==> src/hw/rtl/jis_pkg.sv <==
`default_nettype none

package jis_pkg;

    localparam int NUM_W = 64;

    localparam logic [1:0] KIND_MATRIX = 2'd0;
    localparam logic [1:0] KIND_RHS    = 2'd1;
    localparam logic [1:0] KIND_SOLVE  = 2'd2;

    localparam logic [1:0] CFG_ORDER = 2'd0;
    localparam logic [1:0] CFG_TOL   = 2'd1;
    localparam logic [1:0] CFG_MAXIT = 2'd2;

    localparam logic [1:0] STATUS_CONV  = 2'd0;
    localparam logic [1:0] STATUS_LIMIT = 2'd1;
    localparam logic [1:0] STATUS_ZERO  = 2'd2;

    localparam logic [5:0]  CFG_ORDER_RST = 6'd4;
    localparam logic [15:0] CFG_TOL_RST   = 16'd98;
    localparam logic [15:0] CFG_MAXIT_RST = 16'd1000;

    typedef struct packed {
        logic [1:0]         kind;
        logic [4:0]         row;
        logic [4:0]         col;
        logic signed [15:0] value;
    } t_in_req;

    typedef struct packed {
        logic [4:0]         index;
        logic signed [31:0] solution;
        logic               last;
        logic [1:0]         status;
        logic [15:0]        iterations;
    } t_out_req;

    typedef struct packed {
        logic                     start;
        logic signed [NUM_W-1:0]  num;
        logic signed [15:0]       den;
    } t_div_req;

    typedef struct packed {
        logic               busy;
        logic               done;
        logic signed [31:0] quot;
    } t_div_rsp;

    typedef enum logic [3:0] {
        ST_IDLE,
        ST_DIAG,
        ST_DIAG_END,
        ST_INIT_RD,
        ST_INIT_DIV,
        ST_INIT_WAIT,
        ST_SWEEP_CHK,
        ST_ROW_INIT,
        ST_ROW_WALK,
        ST_ROW_DRAIN,
        ST_ROW_DIV,
        ST_ROW_WAIT,
        ST_SWEEP_END,
        ST_SWEEP_TEST,
        ST_OUT_RD,
        ST_OUT_LD
    } t_state;

endpackage

`default_nettype wire

==> src/hw/rtl/jis_div.sv <==
`default_nettype none

module jis_div (
    input  wire logic              i_clk,
    input  wire logic              i_rst_n,
    input  wire jis_pkg::t_div_req i_req,
    output jis_pkg::t_div_rsp      o_rsp
);

    localparam int NW    = jis_pkg::NUM_W;
    localparam int CNT_W = $clog2(NW);

    logic             r_busy;
    logic             r_fin;
    logic             r_done;
    logic [CNT_W-1:0] r_cnt;
    logic [NW-1:0]    r_dvd;
    logic [16:0]      r_rem;
    logic [15:0]      r_ad;
    logic             r_neg;
    logic [31:0]      r_quot;

    logic [NW-1:0] an;
    logic [15:0]   ad;
    logic [NW-1:0] dvd0;
    logic [16:0]   rem_sh;
    logic          ge;
    logic [16:0]   rem_nx;
    logic [31:0]   quot_sat;

    always_comb begin
        an     = i_req.num[NW-1] ? (NW'(0) - NW'(i_req.num)) : NW'(i_req.num);
        ad     = i_req.den[15] ? (16'd0 - 16'(i_req.den)) : 16'(i_req.den);
        dvd0   = an + NW'(ad >> 1);
        rem_sh = {r_rem[15:0], r_dvd[NW-1]};
        ge     = rem_sh >= {1'b0, r_ad};
        rem_nx = ge ? (rem_sh - {1'b0, r_ad}) : rem_sh;
        if (r_neg) begin
            quot_sat = (r_dvd > NW'(64'h8000_0000)) ? 32'h8000_0000
                                                     : 32'(NW'(0) - r_dvd);
        end else begin
            quot_sat = (r_dvd > NW'(64'h7FFF_FFFF)) ? 32'h7FFF_FFFF : r_dvd[31:0];
        end
    end

    always_ff @(posedge i_clk) begin
        if (!i_rst_n) begin
            r_busy <= 1'b0;
            r_fin  <= 1'b0;
            r_done <= 1'b0;
            r_cnt  <= '0;
        end else begin
            r_done <= 1'b0;
            if (i_req.start && !r_busy) begin
                r_busy <= 1'b1;
                r_cnt  <= '0;
            end else if (r_busy && !r_fin) begin
                r_cnt <= r_cnt + 1'b1;
                if (r_cnt == CNT_W'(NW - 1)) begin
                    r_fin <= 1'b1;
                end
            end else if (r_fin) begin
                r_done <= 1'b1;
                r_busy <= 1'b0;
                r_fin  <= 1'b0;
            end
        end
    end

    always_ff @(posedge i_clk) begin
        if (i_req.start && !r_busy) begin
            r_dvd <= dvd0;
            r_rem <= '0;
            r_ad  <= ad;
            r_neg <= i_req.num[NW-1] ^ i_req.den[15];
        end else if (r_busy && !r_fin) begin
            r_dvd <= {r_dvd[NW-2:0], ge};
            r_rem <= rem_nx;
        end
        if (r_fin) begin
            r_quot <= quot_sat;
        end
    end

    assign o_rsp.busy = r_busy;
    assign o_rsp.done = r_done;
    assign o_rsp.quot = r_quot;

endmodule

`default_nettype wire

==> config.mk <==
export PLATFORM = sky130hd
export DESIGN_NAME = jis_div
export DESIGN_NICKNAME = d
export VERILOG_FILES = /design/src/hw/rtl/jis_pkg.sv /design/src/hw/rtl/jis_div.sv
export SDC_FILE = /design/constraint.sdc
export NUM_CORES = 1
export LEC_CHECK = 0
export BUFFER_PORTS_ARGS = -buffer_cell sky130_fd_sc_hd__buf_2
export CAP_MARGIN = 40
export CORE_MARGIN = 1
export CORE_UTILIZATION = 53
export CTS_BUF_LIST = sky130_fd_sc_hd__clkbuf_8
export DETAILED_ROUTE_END_ITERATION = 10
export GPL_TIMING_DRIVEN = 0
export PLACE_DENSITY = 0.82
export SKIP_CTS_REPAIR_TIMING = 1
export SKIP_LAST_GASP = 1
export SLEW_MARGIN = 20
export SYNTH_ARGS = -nofsm -noshare
export SYNTH_HDL_FRONTEND = slang
export SYNTH_SLANG_ARGS = --single-unit
==> constraint.sdc <==
create_clock -name i_clk -period 14.4 [get_ports i_clk]
set_input_delay 0.72 -clock i_clk [delete_from_list [all_inputs] [get_ports i_clk]]
set_output_delay 0.72 -clock i_clk [all_outputs]
set_load 0.01 [all_outputs]
==> impl_metrics.sql <==
INSERT INTO impl_metrics (metric_group, metric, value, unit) VALUES
('outcome', 'run_status', 'finished, final reports clean', ''),
('cells_and_area', 'layout_commonest_cell', 'nand2_1', ''),
('yosys', 'syn_avg_cell_area', '8.56', 'um2'),
('timing', 'worst_slew_margin_rel', '0.411', ''),
('yosys', 'number_of_synthesized_flops_with_an_enable_pin', '113', ''),
('power', 'vdd.ir_drop.worst', '61.9', 'uV'),
('clocking', 'clock_tree.root_cell', 'clkbuf_8', ''),
('timing', 'skew', '0.0217', 'ns'),
('cells_and_area', 'layout.area.seq', '0.00389', 'mm2'),
('setup_path', 'path_max_fanout', '10', ''),
('setup_path', 'cp-end-kind', 'flop', ''),
('timing', 'fin_crit_sh', '0.454', ''),
('clocking', 'cts.path.max_buffers', '2', ''),
('yosys', 'syn-cell-area', '0.0112', 'mm2'),
('route', 'detail_route.first_pass.iterations', '6', ''),
('setup_path', 'cp_cell_sequence', 'buf_2 -> clkbuf_1 -> buf_1 -> buf_1 -> clkbuf_1 -> clkbuf_1 -> buf_1 -> nand2_1 -> o21ai_0 -> inv_1 -> fa_1 -> nand2b_1 -> a21oi_1 -> o21ai_0 -> o21ai_0 -> o21ai_0 -> or4_4 -> nor3_4 -> and2_1 -> buf_2 -> o211ai_1', ''),
('yosys', 'synth_warnings', '0', ''),
('power', 'pwr-share-comb', '0.332', ''),
('power', 'leakage', '4.67', 'nW'),
('cells_and_area', 'num_antenna_cells', '0', ''),
('route', 'ant_nets', '0', ''),
('power', 'power.share.switching', '0.351', ''),
('floorplan', 'floorplan.die.height', '147', 'um'),
('yosys', 'fraction_of_the_yosys_area_taken_by_sequential_cells', '0.348', ''),
('yosys', 'post_synth_num_cell_types', '80', ''),
('cells_and_area', 'layout_common_cells', 'nand2_1, buf_2, edfxtp_1', ''),
('timing', 'setup_tns', '0', 'ns'),
('route', 'drc', '0', ''),
('cells_and_area', 'multi_input_comb_area', '0.00681', 'mm2'),
('route', 'drtIter0Drc', '1240', ''),
('setup_path', 'arr_time_crit_path', '6.76', 'ns'),
('timing', 'whs', '0.476', 'ns'),
('floorplan', 'start_util', '0.547', ''),
('clocking', 'clkLatencyLatePin', '0.48', 'ns'),
('timing', 'rsz0062_at_grt', 'no', ''),
('setup_path', 'timing_worst_setup_path_type', 'input pin to flop', ''),
('setup_path', 'start_kind', 'input pin', ''),
('timing', 'tightest_slew', '0.871', 'ns'),
('yosys', 'syn_inst', '1306', ''),
('grt', 'global_route_wire_length_before_repair', '50.9', 'mm'),
('timing', 'timing.final.hold_violations', '0', ''),
('route', 'dr_total_vias', '10919', ''),
('floorplan', 'core', '0.0204', 'mm2'),
('cells_and_area', 'finish.net_count', '1559', ''),
('grt', 'aggregate_global_route_resource_usage', '0.294', ''),
('route', 'wl_per_cell', '18.2', 'um'),
('placement', 'port-buffer-count', '111', ''),
('floorplan', 'dieWidth', '147', 'um'),
('floorplan', 'fp.dieArea', '0.0217', 'mm2'),
('floorplan', 'design.portCount', '117', ''),
('power', 'switching_power', '496', 'uW'),
('power', 'cell_internal_pwr', '915', 'uW'),
('clocking', 'cts.sink_count', '138', ''),
('cells_and_area', 'final_design_utilization', '0.616', ''),
('setup_path', 'max_stage_delay', '0.64', 'ns'),
('grt', 'first_global_vias', '9938', ''),
('flow_run', 'timing.max_cap.violations', '0', ''),
('clocking', 'cts_made_buffers', '17', ''),
('timing', 'finalCriticalPeriod', '6.54', 'ns'),
('yosys', 'synth-async-reset-ratio', '0', ''),
('yosys', 'synth_seq_cells', '138', ''),
('min_path', 'worstHoldPathType', 'input pin to flop', ''),
('power', 'cellPowerDensity', '112', 'mW/mm2'),
('power', 'seqPwrFrac', '0.394', ''),
('grt', 'global_route.overflow_total', '0', ''),
('cells_and_area', 'share_of_cells_above_drive_strength_1', '0.131', ''),
('placement', 'gp_routability_congestion', '0.949', ''),
('timing', 'clock.fmax', '0.153', 'GHz'),
('clocking', 'cts_tree', 'done', ''),
('yosys', 'synth_fp_nets', '1426', ''),
('route', 'wl', '31.3', 'mm');
==> Yosys cell counts (32+ instances only) <==
cell type / instances / area, um2
nor4_1: 40 / 250
o21ai_0: 95 / 475
a21oi_1: 34 / 170
nor2_1: 82 / 308
inv_1: 51 / 191
ha_1: 35 / 438
xor2_1: 48 / 420
or3_1: 32 / 200
nor3_1: 37 / 185
clkbuf_1: 47 / 176
nand3_1: 41 / 205
xnor2_1: 79 / 692
edfxtp_1: 113 / 3390
nand2_1: 172 / 646
==> final cells by class <==
cell class                 instances  share of cell area
timing repair buffer             114              0.0471
buffer                            67              0.0224
tap                              270              0.0268
inverter                          51              0.0154
multi-input combinational       1050               0.541
clock buffer                      17              0.0186
sequential                       138               0.309
clock inverter                    15              0.0196
==> power groups by stage <==
stage / registers (mW) / clock network (mW) / logic [mW]
floorplan: 0.542 / 0 / 0.340
global placement: 0.559 / 0 / 0.437
detailed placement: 0.561 / 0 / 0.458
CTS: 0.553 / 0.386 / 0.461
global route: 0.562 / 0.403 / 0.519
finish: 0.556 / 0.386 / 0.469
==> layer usage <==
layer | vias up | wire, um | GRT usage | part of all wire
met4 | 0 | 586 | 0.0881 | 0.019
met2 | 605 | 13800 | 0.443 | 0.44
met3 | 61 | 3210 | 0.0578 | 0.10
met5 | - | 0 | 0 | 0
met1 | 5077 | 13700 | 0.424 | 0.44
li1 | 5176 | - | - | -
==> state kept, by name, indices dropped and copies added, names as in the netlist, 6 cells and up <==
| name | cells |
|---|---|
| r_ad | 16 |
| r_quot | 32 |
| r_dvd | 64 |
| r_cnt | 6 |
| r_rem | 16 |
==> path summary, 6_finish.rpt <==
| path | from | to | slack (ns) | cells after the start |
|---|---|---|---|---|
| worst min-delay path | i_req[0] | r_ad[0]$_DFFE_PP_ | 0.48 | 1 |
| worst min register to register | r_rem[15]$_SDFFE_PP0P_ | r_rem[15]$_SDFFE_PP0P_ | 0.48 | 2 |
| worst max-delay path | i_req[79] | r_dvd[58]$_DFFE_PP_ | 7.86 | 21 |
| worst max register to register | r_dvd[1]$_DFFE_PP_ | r_quot[9]$_DFFE_PP_ | 10.05 | 13 |
==> stage by stage <==
step	total power, mW	instance area (um2)	std cells	setup WS, ns
2_1_floorplan	0.882	11200	1306	8.92
3_3_place_gp	0.996	12100	1687	7.52
3_5_place_dp	1.02	12100	1690	7.50
4_1_cts	1.40	12600	1722	7.98
5_1_grt	1.48	12600	1722	7.42
6_report	1.41	12600	1722	7.86
==> worst register-to-register path: stages, from the launching register on <==
cell,delay [ns]
edfxtp_1,0.45
inv_1,0.14
ha_1,0.20
or3b_1,0.43
or4_1,0.58
and4b_1,0.35
nand4b_1,0.22
o41ai_1,0.37
clkbuf_1,0.42
nand2_1,0.16
clkbuf_1,0.26
nor3_1,0.22
o21ai_0,0.11
o311ai_0,0.18
==> cell families (layout without fill, tap and decap cells) <==
logic type	count (synthesis)	count (layout)	synth area share
AOI/OAI and AO/OA	315	315	0.190
xor gates and xnor gates	127	127	0.0995
adders and majority gates	37	37	0.0428
buffers and inverters	118	264	0.0422
DFF	138	138	0.348
muxes	16	16	0.0146
and+or+nand+nor	555	555	0.262
Note: power is estimated with default switching activity, not from simulation.
